**config.mk**
```make
export PLATFORM = sky130hd
export DESIGN_NAME = fair_random_phase_scheduler_top_flat
export DESIGN_NICKNAME = d
export VERILOG_FILES = /design/src/design/frps_pkg.sv /design/src/design/frps_if.sv /design/src/design/fair_random_phase_scheduler_top.sv /design/src/design/frps_ctrl.sv /design/src/design/frps_dp.sv /design/src/flat_wrapper.sv
export SDC_FILE = /design/constraint.sdc
export NUM_CORES = 1
export LEC_CHECK = 0
export ABC_CLOCK_PERIOD_IN_PS = 9000
export BUFFER_PORTS_ARGS = -buffer_cell sky130_fd_sc_hd__buf_2
export CORE_ASPECT_RATIO = 0.7
export CORE_MARGIN = 3
export CORE_UTILIZATION = 30
export DETAILED_ROUTE_END_ITERATION = 8
export PLACE_DENSITY = 0.5
export RECOVER_POWER = 50
export SETUP_SLACK_MARGIN = 0.4
export SLEW_MARGIN = 20
export SYNTH_ARGS = -nofsm -noshare
export SYNTH_HDL_FRONTEND = slang
export SYNTH_SLANG_ARGS = --single-unit
```
**constraint.sdc**
```tcl
create_clock -name clk -period 9 [get_ports clk]
set_input_delay 1.8 -clock clk [delete_from_list [all_inputs] [get_ports clk]]
set_output_delay 1.8 -clock clk [all_outputs]
set_load 0.1 [all_outputs]
```
**src/design/frps_pkg.sv**
```systemverilog
// Package with the shared constants, types and control structures of the phase scheduler.
`timescale 1ns / 1ps

package frps_pkg;

  localparam int MAX_AGENTS = 64;
  localparam int TIME_BITS  = 32;

  localparam int DRAW_BITS  = 6;
  localparam int AGENT_BITS = 6;
  localparam int TS_BITS    = 32;
  localparam int CFG_BITS   = 7;

  localparam int COUNT_BITS    = $clog2(MAX_AGENTS + 1);
  localparam int GRP_SIZE      = 8;
  localparam int GRP_IDX_BITS  = 3;
  localparam int GCNT_BITS     = 4;
  localparam int NUM_GROUPS    = (MAX_AGENTS + GRP_SIZE - 1) / GRP_SIZE;
  localparam int GSEL_BITS     = (NUM_GROUPS > 1) ? $clog2(NUM_GROUPS) : 1;
  localparam int PAD_BITS      = NUM_GROUPS * GRP_SIZE;
  localparam int PICK_BITS     = GSEL_BITS + GRP_IDX_BITS;

  localparam logic [CFG_BITS-1:0] CFG_RESET = CFG_BITS'(64);

  typedef enum logic [1:0] {
    PH_LOOK    = 2'd0,
    PH_COMPUTE = 2'd1,
    PH_MOVE    = 2'd2
  } phase_t;

  typedef enum logic [2:0] {
    ST_IDLE   = 3'd0,
    ST_PREP   = 3'd1,
    ST_COUNT  = 3'd2,
    ST_SELECT = 3'd3,
    ST_EMIT   = 3'd4
  } ctl_state_t;

  typedef struct packed {
    logic take;
    logic prep;
    logic count;
    logic select;
    logic emit;
  } ctl_cmd_t;

  typedef struct packed {
    phase_t phase;
    logic   out_free;
  } dp_status_t;

endpackage

```
**src/design/frps_if.sv**
```systemverilog
// Handshake interfaces for the input, result and configuration channels.
`timescale 1ns / 1ps

interface frps_in_if import frps_pkg::*; ();
  logic                 valid;
  logic                 ready;
  logic [DRAW_BITS-1:0] random_draw;

  modport source (output valid, output random_draw, input ready);
  modport sink   (input valid, input random_draw, output ready);
endinterface

interface frps_out_if import frps_pkg::*; ();
  logic                  valid;
  logic                  ready;
  logic [1:0]            phase;
  logic [AGENT_BITS-1:0] agent_index;
  logic [TS_BITS-1:0]    time_stamp;
  logic                  round_start;

  modport source (output valid, output phase, output agent_index, output time_stamp,
                  output round_start, input ready);
  modport sink   (input valid, input phase, input agent_index, input time_stamp,
                  input round_start, output ready);
endinterface

interface frps_cfg_if import frps_pkg::*; ();
  logic                valid;
  logic                ready;
  logic [CFG_BITS-1:0] agent_count;

  modport source (output valid, output agent_count, input ready);
  modport sink   (input valid, input agent_count, output ready);
endinterface

```
**src/design/fair_random_phase_scheduler_top.sv**
```systemverilog
// Top level of the fair random phase scheduler: controller, datapath and checks.
//
//   Channel  Role    Payload
//   in_if    sink    random_draw
//   out_if   source  phase, agent_index, time_stamp, round_start
//   cfg_if   sink    agent_count (always ready)
//
// A look item runs through pool refill and draw clamp, per-group population counts,
// group selection and the pick within the group, each in a state of its own.
// Compute and move items go straight from acceptance to the emit step. One item is in work at a time.
// The result register lets the next item be accepted while a result waits; the
// final step stalls until that register is free. Reset is synchronous and active low.
`timescale 1ns / 1ps

module fair_random_phase_scheduler_top import frps_pkg::*; (
  input  logic       clk,
  input  logic       rst_n,
  frps_in_if.sink    in_if,
  frps_out_if.source out_if,
  frps_cfg_if.sink   cfg_if
);

  ctl_cmd_t   cmd;
  dp_status_t status;
  logic       in_ready;

  assign in_if.ready = in_ready;

  frps_ctrl u_ctrl (
    .clk      (clk),
    .rst_n    (rst_n),
    .in_valid (in_if.valid),
    .in_ready (in_ready),
    .status   (status),
    .cmd      (cmd)
  );

  frps_dp u_dp (
    .clk     (clk),
    .rst_n   (rst_n),
    .in_draw (in_if.random_draw),
    .cmd     (cmd),
    .status  (status),
    .cfg_if  (cfg_if),
    .out_if  (out_if)
  );

`ifndef SYNTHESIS
  a_one_item: assert property (@(posedge clk) disable iff (!rst_n)
    (in_if.valid && in_if.ready) |=> !in_if.ready)
    else $error("A second item was accepted while one was in work.");

  a_emit_free: assert property (@(posedge clk) disable iff (!rst_n)
    cmd.emit |-> status.out_free)
    else $error("A result was written over one not yet taken.");

  a_valid_src: assert property (@(posedge clk) disable iff (!rst_n)
    $rose(out_if.valid) |-> $past(cmd.emit))
    else $error("A result appeared without an emit step.");

  a_phase_seq: assert property (@(posedge clk) disable iff (!rst_n)
    (cmd.emit && status.phase == PH_COMPUTE) |=> status.phase == PH_MOVE)
    else $error("The move phase did not follow the compute phase.");
`endif

endmodule

```
**src/design/frps_ctrl.sv**
```systemverilog
// Controller state machine that sequences the look, compute and move steps.
`timescale 1ns / 1ps

module frps_ctrl import frps_pkg::*; (
  input  logic       clk,
  input  logic       rst_n,
  input  logic       in_valid,
  output logic       in_ready,
  input  dp_status_t status,
  output ctl_cmd_t   cmd
);

  ctl_state_t state_r;
  ctl_state_t state_nxt;

  always_ff @(posedge clk) begin
    if (!rst_n) begin
      state_r <= ST_IDLE;
    end else begin
      state_r <= state_nxt;
    end
  end

  always_comb begin
    state_nxt = state_r;
    cmd       = '0;
    in_ready  = 1'b0;
    unique case (state_r)
      ST_IDLE: begin
        in_ready = 1'b1;
        if (in_valid) begin
          cmd.take = 1'b1;
          if (status.phase == PH_COMPUTE || status.phase == PH_MOVE) begin
            state_nxt = ST_EMIT;
          end else begin
            state_nxt = ST_PREP;
          end
        end
      end
      ST_PREP: begin
        cmd.prep  = 1'b1;
        state_nxt = ST_COUNT;
      end
      ST_COUNT: begin
        cmd.count = 1'b1;
        state_nxt = ST_SELECT;
      end
      ST_SELECT: begin
        cmd.select = 1'b1;
        state_nxt  = ST_EMIT;
      end
      ST_EMIT: begin
        if (status.out_free) begin
          cmd.emit  = 1'b1;
          state_nxt = ST_IDLE;
        end
      end
      default: begin
        state_nxt = ST_IDLE;
      end
    endcase
  end

endmodule

```
**src/design/frps_dp.sv**
```systemverilog
// Datapath holding the agent pool, the group counts, the event time and the result register.
`timescale 1ns / 1ps

module frps_dp import frps_pkg::*; (
  input  logic                 clk,
  input  logic                 rst_n,
  input  logic [DRAW_BITS-1:0] in_draw,
  input  ctl_cmd_t             cmd,
  output dp_status_t           status,
  frps_cfg_if.sink             cfg_if,
  frps_out_if.source           out_if
);

  logic [CFG_BITS-1:0]    agent_count_r;
  logic [MAX_AGENTS-1:0]  pool_mask_r, pool_mask_nxt;
  logic [COUNT_BITS-1:0]  pool_count_r, pool_count_nxt;
  phase_t                 phase_r, phase_nxt;
  logic [AGENT_BITS-1:0]  chosen_r, chosen_nxt;
  logic [TIME_BITS-1:0]   time_r, time_nxt;
  logic [DRAW_BITS-1:0]   draw_r, draw_nxt;
  logic                   start_r, start_nxt;
  logic [GCNT_BITS-1:0]   grp_cnt_r [NUM_GROUPS];
  logic [GCNT_BITS-1:0]   grp_cnt_nxt [NUM_GROUPS];
  logic [GSEL_BITS-1:0]   grp_sel_r, grp_sel_nxt;
  logic [GRP_IDX_BITS-1:0] rank_r, rank_nxt;

  logic                   out_valid_r, out_valid_nxt;
  logic [1:0]             out_phase_r, out_phase_nxt;
  logic [AGENT_BITS-1:0]  out_agent_r, out_agent_nxt;
  logic [TS_BITS-1:0]     out_time_r, out_time_nxt;
  logic                   out_start_r, out_start_nxt;

  logic                   refill;
  logic [CFG_BITS-1:0]    fill_n;
  logic [CFG_BITS-1:0]    eff_cnt;
  logic [CFG_BITS-1:0]    acc;
  logic [CFG_BITS-1:0]    rank_ext;
  logic                   found;
  logic [PAD_BITS-1:0]    pad_mask;
  logic [GRP_SIZE-1:0]    grp_bits;
  logic [GCNT_BITS-1:0]   seen;
  logic [GRP_IDX_BITS-1:0] pos;
  logic                   pos_found;
  logic [PICK_BITS-1:0]   pick;
  logic [PAD_BITS-1:0]    pad_clear;

  assign cfg_if.ready    = 1'b1;
  assign status.phase    = phase_r;
  assign status.out_free = !out_valid_r || out_if.ready;

  assign out_if.valid       = out_valid_r;
  assign out_if.phase       = out_phase_r;
  assign out_if.agent_index = out_agent_r;
  assign out_if.time_stamp  = out_time_r;
  assign out_if.round_start = out_start_r;

  always_comb begin
    pool_mask_nxt  = pool_mask_r;
    pool_count_nxt = pool_count_r;
    phase_nxt      = phase_r;
    chosen_nxt     = chosen_r;
    time_nxt       = time_r;
    draw_nxt       = draw_r;
    start_nxt      = start_r;
    grp_cnt_nxt    = grp_cnt_r;
    grp_sel_nxt    = grp_sel_r;
    rank_nxt       = rank_r;
    out_valid_nxt  = out_valid_r && !out_if.ready;
    out_phase_nxt  = out_phase_r;
    out_agent_nxt  = out_agent_r;
    out_time_nxt   = out_time_r;
    out_start_nxt  = out_start_r;

    refill = (pool_count_r == '0) || (pool_mask_r == '0);
    if (agent_count_r == '0) begin
      fill_n = CFG_BITS'(1);
    end else if (agent_count_r > CFG_BITS'(MAX_AGENTS)) begin
      fill_n = CFG_BITS'(MAX_AGENTS);
    end else begin
      fill_n = agent_count_r;
    end
    eff_cnt = refill ? fill_n : CFG_BITS'(pool_count_r);

    pad_mask = PAD_BITS'(pool_mask_r);
    grp_bits = pad_mask[grp_sel_r * GRP_SIZE +: GRP_SIZE];

    acc      = '0;
    found    = 1'b0;
    rank_ext = CFG_BITS'(draw_r);
    for (int g = 0; g < NUM_GROUPS; g++) begin
      if (!found && (rank_ext < acc + CFG_BITS'(grp_cnt_r[g]))) begin
        found = 1'b1;
        grp_sel_nxt = GSEL_BITS'(g);
        rank_nxt    = GRP_IDX_BITS'(rank_ext - acc);
      end
      acc = acc + CFG_BITS'(grp_cnt_r[g]);
    end
    if (!cmd.select) begin
      grp_sel_nxt = grp_sel_r;
      rank_nxt    = rank_r;
    end

    seen      = '0;
    pos       = '0;
    pos_found = 1'b0;
    for (int b = 0; b < GRP_SIZE; b++) begin
      if (grp_bits[b] && !pos_found) begin
        if (seen == GCNT_BITS'(rank_r)) begin
          pos       = GRP_IDX_BITS'(b);
          pos_found = 1'b1;
        end
        seen = seen + GCNT_BITS'(1);
      end
    end
    pick      = {grp_sel_r, pos};
    pad_clear = pad_mask & ~(PAD_BITS'(1) << pick);

    if (cmd.take) begin
      draw_nxt = in_draw;
    end

    if (cmd.prep) begin
      start_nxt = refill;
      if (refill) begin
        for (int i = 0; i < MAX_AGENTS; i++) begin
          pool_mask_nxt[i] = (CFG_BITS'(i) < fill_n);
        end
        pool_count_nxt = COUNT_BITS'(fill_n);
      end
      if (CFG_BITS'(draw_r) >= eff_cnt) begin
        draw_nxt = DRAW_BITS'(eff_cnt - CFG_BITS'(1));
      end
    end

    if (cmd.count) begin
      for (int g = 0; g < NUM_GROUPS; g++) begin
        grp_cnt_nxt[g] = '0;
        for (int b = 0; b < GRP_SIZE; b++) begin
          grp_cnt_nxt[g] = grp_cnt_nxt[g] + GCNT_BITS'(pad_mask[g * GRP_SIZE + b]);
        end
      end
    end

    if (cmd.emit) begin
      out_valid_nxt = 1'b1;
      out_time_nxt  = TS_BITS'(time_r);
      unique case (phase_r)
        PH_COMPUTE: begin
          out_phase_nxt = PH_COMPUTE;
          out_agent_nxt = chosen_r;
          out_start_nxt = 1'b0;
          phase_nxt     = PH_MOVE;
        end
        PH_MOVE: begin
          out_phase_nxt = PH_MOVE;
          out_agent_nxt = '0;
          out_start_nxt = 1'b0;
          phase_nxt     = PH_LOOK;
          time_nxt      = time_r + TIME_BITS'(1);
        end
        default: begin
          out_phase_nxt  = PH_LOOK;
          out_agent_nxt  = AGENT_BITS'(pick);
          out_start_nxt  = start_r;
          chosen_nxt     = AGENT_BITS'(pick);
          pool_mask_nxt  = pad_clear[MAX_AGENTS-1:0];
          pool_count_nxt = pool_count_r - COUNT_BITS'(1);
          phase_nxt      = PH_COMPUTE;
        end
      endcase
    end
  end

  always_ff @(posedge clk) begin
    if (!rst_n) begin
      agent_count_r <= CFG_RESET;
      pool_mask_r   <= '0;
      pool_count_r  <= '0;
      phase_r       <= PH_LOOK;
      chosen_r      <= '0;
      time_r        <= '0;
      out_valid_r   <= 1'b0;
    end else begin
      if (cfg_if.valid) begin
        agent_count_r <= cfg_if.agent_count;
      end
      pool_mask_r  <= pool_mask_nxt;
      pool_count_r <= pool_count_nxt;
      phase_r      <= phase_nxt;
      chosen_r     <= chosen_nxt;
      time_r       <= time_nxt;
      out_valid_r  <= out_valid_nxt;
    end
  end

  always_ff @(posedge clk) begin
    draw_r      <= draw_nxt;
    start_r     <= start_nxt;
    grp_cnt_r   <= grp_cnt_nxt;
    grp_sel_r   <= grp_sel_nxt;
    rank_r      <= rank_nxt;
    out_phase_r <= out_phase_nxt;
    out_agent_r <= out_agent_nxt;
    out_time_r  <= out_time_nxt;
    out_start_r <= out_start_nxt;
  end

endmodule
```
**src/flat_wrapper.sv**
```systemverilog
// flat-port wrapper written by rule: the top's interface ports become plain ports
module fair_random_phase_scheduler_top_flat import frps_pkg::*;
  (clk, rst_n, in_if_valid, in_if_random_draw, in_if_ready, out_if_valid, out_if_phase, out_if_agent_index, out_if_time_stamp, out_if_round_start, out_if_ready, cfg_if_valid, cfg_if_agent_count, cfg_if_ready);
  frps_in_if in_if_i ();
  frps_out_if out_if_i ();
  frps_cfg_if cfg_if_i ();
  input  logic clk;
  input  logic rst_n;
  input wire logic [$bits(in_if_i.valid)-1:0] in_if_valid;
  input wire logic [$bits(in_if_i.random_draw)-1:0] in_if_random_draw;
  output wire logic [$bits(in_if_i.ready)-1:0] in_if_ready;
  output wire logic [$bits(out_if_i.valid)-1:0] out_if_valid;
  output wire logic [$bits(out_if_i.phase)-1:0] out_if_phase;
  output wire logic [$bits(out_if_i.agent_index)-1:0] out_if_agent_index;
  output wire logic [$bits(out_if_i.time_stamp)-1:0] out_if_time_stamp;
  output wire logic [$bits(out_if_i.round_start)-1:0] out_if_round_start;
  input wire logic [$bits(out_if_i.ready)-1:0] out_if_ready;
  input wire logic [$bits(cfg_if_i.valid)-1:0] cfg_if_valid;
  input wire logic [$bits(cfg_if_i.agent_count)-1:0] cfg_if_agent_count;
  output wire logic [$bits(cfg_if_i.ready)-1:0] cfg_if_ready;
  assign in_if_i.valid = in_if_valid;
  assign in_if_i.random_draw = in_if_random_draw;
  assign in_if_ready = in_if_i.ready;
  assign out_if_valid = out_if_i.valid;
  assign out_if_phase = out_if_i.phase;
  assign out_if_agent_index = out_if_i.agent_index;
  assign out_if_time_stamp = out_if_i.time_stamp;
  assign out_if_round_start = out_if_i.round_start;
  assign out_if_i.ready = out_if_ready;
  assign cfg_if_i.valid = cfg_if_valid;
  assign cfg_if_i.agent_count = cfg_if_agent_count;
  assign cfg_if_ready = cfg_if_i.ready;
  fair_random_phase_scheduler_top u_core (.clk(clk), .rst_n(rst_n), .in_if(in_if_i), .out_if(out_if_i), .cfg_if(cfg_if_i));
endmodule
```
# Yosys cells after proc, flatten, opt, wreduce, memory -nomap -nowiden
# Cells that the tools add are included.
# classes
n_addsub	79
n_lt_le_gt_ge	74
n_eq_ne	15
shifts	2
muxes	86
n_bitwise	3
n_reduce_logical	47
# op_table
op	n
64-bit 2-to-1 mux	4
6-bit by 7-bit < comparator with 1-bit output, first input constant	32
4-bit by 1-bit adder with 4-bit output	32
5-bit by 7-bit < comparator with 1-bit output, first input constant	16
3-bit 2-to-1 mux	27
64-bit AND	1
64-bit logical NOT	1
64-bit NOT	1
64-bit by 7-bit variable part select with 8-bit output	1
1-bit by 6-bit << shifter with 64-bit output, first input constant	1
4-bit by 7-bit < comparator with 1-bit output, first input constant	8
7-bit 2-to-1 mux	6
6-bit by 7-bit < comparator with 1-bit output	5
1-bit 2-to-1 mux	34
3-bit by 1-bit adder with 4-bit output	8
32-bit by 1-bit adder with 32-bit output, second input constant	1
7-bit by 4-bit adder with 7-bit output	4
4-bit by 3-bit equality test with 1-bit output	7
3-bit by 7-bit < comparator with 1-bit output, first input constant	4
2-bit by 1-bit adder with 3-bit output	8
4-bit by 1-bit adder with 4-bit output, second input constant	6
4-bit 2-to-1 mux	6
3-bit subtractor	7
6-bit 2-to-1 mux	3
34 further kinds	83
# totals
regBits	208
input_bits	18
wordCells	332

# Longest topological paths before layout
# Gate-level depths: netlist of run 1.
# logic_depth
ltp_word	29
depth_mapped	31
depth_no_buf	28

# By module
# From an unflattened synthesis of run 1, not the netlist that was laid out.
# unflattened
hier_cells	1606
hier_area_um2	15001.9
# by_module_without_submodules
module	n_inst	cells_each	area_per_inst_um2
frps_dp	1	1583	14776.7
frps_ctrl	1	23	225.2

# Worst setup path before layout of run 1
# No wires, ideal clock.
# synth_path
path_type	flip-flop to flip-flop
start	reg u_core.u_dp.grp_cnt_r[28] (netlist bit)
end	reg u_core.u_dp.grp_sel_r[0], enable pin
arrival_time_ns	6.519
required_ns	8.627
setup_slack_ns	2.107
path_stages_with_launch	23
synth_period_minus_slack_ns	6.893
path_cell_list	edfxtp_1 > ha_1 > fa_1 > inv_1 > fa_1 > fa_1 > fa_1 > fa_1 > fa_1 > inv_1 > ha_1 > a21o_1 > a21oi_1 > xor2_1 > ha_1 > nor2b_1 > o21ai_0 > nand2b_1 > a21oi_1 > a31oi_1 > or3_1 > clkbuf_1 > a41oi_1
# synth_between
elab_chain_cells	24
# synth_lines
item	line	source
start: declaration	frps_dp.sv:22	logic [GCNT_BITS-1:0] grp_cnt_r [NUM_GROUPS];
start signal: assignment	frps_dp.sv:199	grp_cnt_r <= grp_cnt_nxt;
parallel branches: the longest is 22 deep, another holds 6-bit by 4-bit adder with 7-bit output	-	
8-bit nonzero test (no line) *	-	
2-bit AND reduction (no line) *	-	
end signal: assignment	frps_dp.sv:200	grp_sel_r <= grp_sel_nxt;
end: declaration	frps_dp.sv:24	logic [GSEL_BITS-1:0] grp_sel_r, grp_sel_nxt;
# Mark *: on every way between the ends.
# A chain may end at the register's enable or synchronous reset.

# Final worst setup path of run 1
# layout_path
start	reg u_core.u_dp.grp_sel_r[2]
end	reg u_core.u_dp.pool_mask_r[39], in the netlist u_core.u_dp.pad_mask[39]
# layout_between
elab_chain_cells	28
# layout_lines
item	line	source
parallel branches: the longest is 23 deep, another holds 4-bit by 1-bit adder with 4-bit output	-	
1-bit by 6-bit << shifter with 64-bit output *	frps_dp.sv:116	pad_clear = pad_mask & ~(PAD_BITS'(1) << pick);
64-bit NOT *	frps_dp.sv:116	
64-bit AND *	frps_dp.sv:116	
64-bit 2-to-1 mux *	frps_dp.sv:147	unique case (phase_r)
64-bit 2-to-1 mux *	frps_dp.sv:144	if (cmd.emit) begin
end signal: assignment	frps_dp.sv:187	pool_mask_r <= pool_mask_nxt;
end: declaration	frps_dp.sv:15	logic [MAX_AGENTS-1:0] pool_mask_r, pool_mask_nxt;
# Marks and branches as above.

==> impl_metrics.py, run 1 <==
metrics = {
    "floorplan": {
        "chipHeight_um": 192,
        "rows": 67,
        "pin_count": 62,
        "die_area_mm2": 0.0523,
        "initial_core_util_pct": 30.7,
        "die_w_um": 272,
        "core_mm2": 0.0484,
    },
    "global_routing": {
        "antenna_found_initial": 2,
        "grt_pass1_wl_um": 73100,
        "grt_max_degree": 70,
        "met2_usage_pct": 24.0,
        "grt_use_total_pct": 18.0,
        "grt_pass1_vias": 11700,
        "grt_busiest_layer": "met1",
        "gr-usage-met1_pct": 28.5,
        "grt_overflow": 0,
        "grtUsageMet3_pct": 4.58,
    },
    "clock_network": {
        "postCtsHoldBufs": 0,
        "htree_levels": 1,
        "post_cts_resized": 0,
        "cts_made_buffers": 23,
        "insertion_delay_ns": 0.56,
        "cts_tree": "built",
        "root_buffer": "clkbuf_16",
        "cts.path.max_buffers": 3,
        "post_cts_buffers": 0,
        "cts.reportedPaths.clkPinSlew_ns": 0.06,
        "cts_sinks": 208,
    },
    "logic_synthesis": {
        "syn_inst": 1628,
        "ys_types": 87,
        "ys.flop_type": "dfxtp_1",
        "synth_edf_count": 80,
        "yosys_warnings": 0,
        "avgSynthCellArea_um2": 9.12,
        "synth-async-reset-ratio_pct": 0,
        "synth_seq_area_share_pct": 33.4,
        "synth_seq_cells": 208,
        "syn_area_mm2": 0.0149,
        "synth_nets": 1810,
    },
    "finish": {
        "instances_no_fill": 2319,
        "final_cell_mix": "162 x inv_1, 128 x dfxtp_1, 121 x nand2_1",
        "syn_to_final_growth_pct": 10.8,
        "antenna_cells": 0,
        "layout-drive-gt1-share_pct": 8.59,
        "finalNetCount": 1829,
        "final_common_cell": "inv_1",
    },
    "critical_path": {
        "worstPathMaxFanout": 25,
        "cp_data_required_time_ns": 9.42,
        "cp-start-kind": "flip-flop",
        "crit_arrival_ns": 8.28,
        "cpMostUsedCell": "ha_1",
        "path_buf_inv": 3,
        "critPathMaxStageDelay_ns": 1.03,
        "path_delay_family": "compound AO/OA/AOI/OAI gates",
        "critPathKind": "reg2reg",
        "cp_slowest_cell": "edfxtp_1",
        "end_kind": "flip-flop",
    },
    "power": {
        "power.share.combinational_pct": 70.2,
        "power_mw": 7.40,
        "swShare_pct": 46.9,
        "powerDensity_mw_per_mm2": 450,
        "ir_worst_vdd_mv": 0.603,
        "p_leak_nw": 6.52,
        "p_sw_mw": 3.47,
        "seq_power_share_pct": 17.2,
        "internal_power_mw": 3.93,
        "p_clk_share_pct": 12.6,
    },
    "outcome": {
        "violations": "max-capacitance violations, max-slew violations",
        "outcome": "complete, but fails checks",
    },
    "route": {
        "drt-pass1-iter-count": 6,
        "antenna_left": 0,
        "vias": 12300,
        "drc": 0,
        "drt-total-wl_um": 47700,
        "vias_per_cell": 5.32,
        "post_drt_wl_per_cell_um": 20.6,
        "drtIter0Drc": 1113,
    },
    "place": {
        "dp.cells": 2277,
        "portBuffers": 60,
        "gp_congestion": 0.946,
        "dp_hpwl_um": 35600,
    },
    "min_path": {
        "hold_path_class": "reg2reg",
    },
    "sta": {
        "skew_ns": 0.0320,
        "fin_crit_sh_pct": 87.4,
        "fin_tns_setup_ns": 0,
        "rsz0062_at_grt": "no",
        "relSlewSlack_pct": -147,
        "finalCriticalPeriod_ns": 7.87,
        "slew_violations": 195,
        "tightest_slew_ns": 3.70,
        "hold_violations": 0,
        "clock.fmax_mhz": 127,
        "setup_violations": 0,
    },
    "flow_run": {
        "drv_cap": 5,
    },
}
## metrics by stage
stage / cell area [µm²] / hold WS, ns / setup slack (ns) / utilization, %
3_5_place_dp: 15800 / 0.444 / 1.32 / 32.6
5_1_grt: 16400 / 0.471 / 0.516 / 34.0
3_3_place_gp: 15800 / 0.434 / 1.58 / 32.6
4_1_cts: 16500 / 0.458 / 1.31 / 34.1
2_1_floorplan: 14900 / 0.428 / 2.11 / -
6_report: 16400 / 0.458 / 1.13 / 34.0
## synth_stat cells, drive strengths merged, types with 4 or more instances
cell / instances / share of area (%)
a211oi: 16 / 0.84
a21o: 20 / 1.0
a21oi: 114 / 3.9
a221oi: 16 / 0.99
a31oi: 7 / 0.29
a41oi: 4 / 0.24
and2: 14 / 0.59
and3: 14 / 0.59
and4: 11 / 0.65
buf: 19 / 0.69
clkbuf: 65 / 1.6
dfxtp: 128 / 17
edfxtp: 80 / 16
fa: 46 / 6.2
ha: 118 / 9.9
inv: 162 / 4.1
mux2: 12 / 0.94
mux2i: 38 / 2.7
mux4: 14 / 2.1
nand2: 123 / 3.1
nand2b: 25 / 1.1
nand3: 34 / 1.1
nand4: 11 / 0.46
nor2: 119 / 3.0
nor2b: 34 / 1.4
nor3: 25 / 0.88
nor3b: 6 / 0.30
nor4: 25 / 1.2
o211a: 5 / 0.34
o211ai: 40 / 2.0
o21a: 8 / 0.40
o21ai: 102 / 3.5
o21bai: 4 / 0.20
o221ai: 5 / 0.29
o22ai: 5 / 0.21
o31ai: 5 / 0.25
o32ai: 5 / 0.29
or2: 5 / 0.21
or3: 8 / 0.34
xnor2: 39 / 2.3
xor2: 48 / 2.8
## final cells by class
class	instances	area (µm²)
flip-flops and latches	208	4960
fillers	5054	31900
clock inverters	11	101
inverters	164	616
well taps	655	820
multi-input cells	1172	8930
repair buffers	78	399
clock buffers	31	616
## metal layers
layer | vias up | routed length [µm]
met5 | - | 13
met4 | 2 | 869
met3 | 67 | 4170
met2 | 465 | 18200
met1 | 6022 | 24500
li1 | 5792 | -
## kinds of logic (layout without fill, tap and decap cells)
logic type / after synthesis / in the layout / synth area share (%)
flip-flops: 208 / 208 / 33.4
adder cells (fa/ha/maj): 165 / 165 / 16.2
multiplexers: 64 / 64 / 5.79
buffers and inverters: 248 / 284 / 6.48
AND/OR/NAND/NOR: 469 / 469 / 15.9
other: 1 / 1 / 0.0253
AO/OA/AOI/OAI: 383 / 383 / 16.6
XOR/XNOR: 90 / 90 / 5.59
## sequential cells by signal, indices dropped and copies added (netlist names), 2 cells and up
signal and flops:
u_core.u_ctrl.state_r 3, u_core.u_dp.agent_count_r 7, u_core.u_dp.phase_r 2, u_core.u_dp.out_if.time_stamp 32, u_core.u_dp.draw_r 6, u_core.u_dp.out_if.phase 2
u_core.u_dp.out_if.agent_index 6, u_core.u_dp.pool_count_r 7, u_core.u_dp.chosen_r 6, u_core.u_dp.rank_r 3, u_core.u_dp.grp_cnt_r 32, u_core.u_dp.grp_sel_r 3
u_core.u_dp.time_r 32, u_core.u_dp.pad_mask 64
## worst paths after layout
check,start,endpoint,slack [ns],cells past startpoint
worst max-delay path,u_core.u_dp.grp_sel_r[2],u_core.u_dp.pad_mask[39],1.13,27
worst max register to register,u_core.u_dp.grp_sel_r[2],u_core.u_dp.pad_mask[39],1.13,27
worst min-delay path,u_core.u_dp.time_r[31],u_core.u_dp.out_if.time_stamp[31],0.46,0
worst min register to register,u_core.u_dp.time_r[31],u_core.u_dp.out_if.time_stamp[31],0.46,0
## power by group through the flow
stage	Sequential, mW	Combinational (mW)	Clock [mW]
after floorplan	1.21	3.79	0
after global placement	1.29	5.10	0
after detailed placement	1.28	5.17	0
after CTS	1.26	5.23	0.952
after global routing	1.28	5.96	0.991
final	1.27	5.20	0.931
No activity file was read; power rests on OpenSTA's default activity.
==> run 2, diff against run 1 <==
--- a/config.mk
+++ b/config.mk
@@ -8,7 +8,7 @@
 export ABC_CLOCK_PERIOD_IN_PS = 9000
 export BUFFER_PORTS_ARGS = -buffer_cell sky130_fd_sc_hd__buf_2
 export CORE_ASPECT_RATIO = 0.7
-export CORE_MARGIN = 3
+export CORE_MARGIN = 5
 export CORE_UTILIZATION = 30
 export DETAILED_ROUTE_END_ITERATION = 8
 export PLACE_DENSITY = 0.5
==> run 2 against run 1 <==
  * The flow still finishes with violations (max-capacitance violations, max-slew violations)
  * Register-to-register slack got worse by 0.03 ns
  * Total power decreased by 0.21%
  * Via count increased by 0.42%
  * Critical path type unchanged
  * Critical endpoint is now u_core.u_dp.pad_mask[7]
  * Largest cell class unchanged
  * Largest power group unchanged
==> impl_metrics.py, run 2 (synthesis gave the netlist of run 1 again) <==
metrics = {
    "global_routing": {
        "grt_pass1_wl_um": 73000,
        "antenna_found_initial": 0,
        "grt_pass1_vias": 12000,
        "grt_overflow": 0,
        "grt_busiest_layer": "met1",
        "grt_max_degree": 58,
        "met2_usage_pct": 23.0,
        "gr-usage-met1_pct": 26.7,
        "grtUsageMet3_pct": 5.66,
        "grt_use_total_pct": 17.1,
    },
    "place": {
        "gp_congestion": 0.942,
        "dp.cells": 2286,
        "dp_hpwl_um": 35600,
        "portBuffers": 60,
        "preCtsSetupSlack_ns": 1.26,
    },
    "sta": {
        "slew_violations": 123,
        "clock.fmax_mhz": 127,
        "setup_violations": 0,
        "rsz0062_at_grt": "no",
        "relSlewSlack_pct": -78.1,
        "tightest_slew_ns": 2.67,
        "hold_violations": 0,
        "fin_tns_setup_ns": 0,
        "fin_crit_sh_pct": 87.7,
        "skew_ns": 0.0228,
        "finalCriticalPeriod_ns": 7.89,
        "fin_hold_ws_ns": 0.457,
        "finalWorstSetupSlack_ns": 1.11,
    },
    "floorplan": {
        "initial_core_util_pct": 30.3,
        "pin_count": 62,
        "core_mm2": 0.0491,
        "chipHeight_um": 196,
        "rows": 68,
        "die_w_um": 276,
        "die_area_mm2": 0.0541,
    },
    "clock_network": {
        "cts.path.max_buffers": 3,
        "cts_made_buffers": 24,
        "post_cts_resized": 0,
        "htree_levels": 1,
        "root_buffer": "clkbuf_16",
        "postCtsHoldBufs": 0,
        "cts_sinks": 208,
        "insertion_delay_ns": 0.55,
        "post_cts_buffers": 0,
        "cts_tree": "built",
        "cts.reportedPaths.clkPinSlew_ns": 0.06,
    },
    "power": {
        "power_mw": 7.39,
        "p_leak_nw": 6.56,
        "p_clk_share_pct": 13.2,
        "seq_power_share_pct": 17.2,
        "ir_worst_vdd_mv": 0.674,
        "powerDensity_mw_per_mm2": 447,
        "p_sw_mw": 3.41,
        "power.share.combinational_pct": 69.7,
        "swShare_pct": 46.1,
        "internal_power_mw": 3.98,
    },
    "route": {
        "drc": 0,
        "drtIter0Drc": 1178,
        "vias_per_cell": 5.32,
        "post_drt_wl_per_cell_um": 20.2,
        "vias": 12400,
        "drt-total-wl_um": 47100,
        "antenna_left": 0,
        "drt-pass1-iter-count": 6,
    },
    "finish": {
        "syn_to_final_growth_pct": 11.3,
        "final_common_cell": "inv_1",
        "layout-drive-gt1-share_pct": 8.83,
        "instances_no_fill": 2330,
        "finalNetCount": 1829,
        "final_cell_mix": "162 x inv_1, 128 x dfxtp_1, 121 x nand2_1",
        "largest_reg_flops": 64,
        "antenna_cells": 0,
    },
    "outcome": {
        "outcome": "complete, but fails checks",
        "violations": "max-capacitance violations, max-slew violations",
    },
    "critical_path": {
        "worstPathMaxFanout": 25,
        "critPathKind": "reg2reg",
        "rrSetupSlack_ns": 1.11,
        "crit_arrival_ns": 8.32,
        "cp_data_required_time_ns": 9.43,
        "cp-start-kind": "flip-flop",
        "end_kind": "flip-flop",
    },
    "flow_run": {
        "drv_cap": 3,
    },
    "min_path": {
        "hold_path_class": "reg2reg",
    },
}
==> run 2: changes by cell type in the layout (fill, tap and decap cells not counted) <==
cell        change
clkbuf_1        -3
buf_4           +1
clkinvlp_4      -1
inv_6           +1
clkinv_2        -1
clkbuf_8        +3
nor2_1          -1
inv_16          -1
clkinv_16       +1
clkinv_1        +1
clkbuf_16       +1
inv_8           -1
nor2_4          +1
==> run 2: worst paths after layout <==
kind	end	cells after the start	startpoint
worst max-delay path	u_core.u_dp.pad_mask[7]	27	u_core.u_dp.grp_sel_r[2]
worst min-delay path	u_core.u_dp.chosen_r[3]	2	u_core.u_dp.chosen_r[3]
worst max register to register	u_core.u_dp.pad_mask[7]	27	u_core.u_dp.grp_sel_r[2]
worst min register to register	u_core.u_dp.chosen_r[3]	2	u_core.u_dp.chosen_r[3]
==> run 2: cell type report <==
cell class,instances,area [µm²]
clock buffers,34,678
clock inverters,10,100
fillers,5113,32600
inverters,164,616
multi-input cells,1172,8940
flip-flops and latches,208,4960
well taps,665,832
repair buffers,77,399
==> run 2: power groups by stage <==
stage	sequential [mW]	combinational [mW]	clock [mW]
global route	1.28	6.00	1.04
CTS	1.26	5.19	0.995
detailed placement	1.28	5.13	0
finish	1.27	5.15	0.972
global placement	1.28	5.03	0
floorplan	1.21	3.79	0
==> run 2: worst max-delay path: stages, from the launching register on <==
cell and delay [ns]:
edfxtp_1 1.04, mux4_2 0.44, mux2i_4 0.30, nor2_1 0.11, a21oi_1 0.23, inv_1 0.07, ha_1 0.51, xor2_1 0.35
nor3_1 0.13, a31oi_1 0.32, o21ai_1 0.14, o21bai_1 0.23, a2111oi_4 0.28, buf_4 0.40, nor2_2 0.15, xnor2_1 0.38
ha_1 0.33, a2111oi_0 0.27, a31oi_1 0.16, ha_1 0.26, nor2_1 0.12, or4b_1 0.45, o32ai_1 0.15, nor3_1 0.10
nor3_2 0.15, nand3_1 0.10, buf_4 0.25, o31a_1 0.32
==> run 2: per-stage QoR <==
step                      utilization (%)  area, µm²
after CTS                            33.7      16600
final                                33.7      16500
after detailed placement             32.2      15800
after global routing                 33.7      16500
after global placement               32.2      15800
after floorplan                         -      14900
==> run 2: metal layers <==
layer	wire length (µm)	vias to the layer above
met5	0	-
met1	23200	6027
met3	5110	50
li1	-	5802
met4	675	0
met2	18100	521
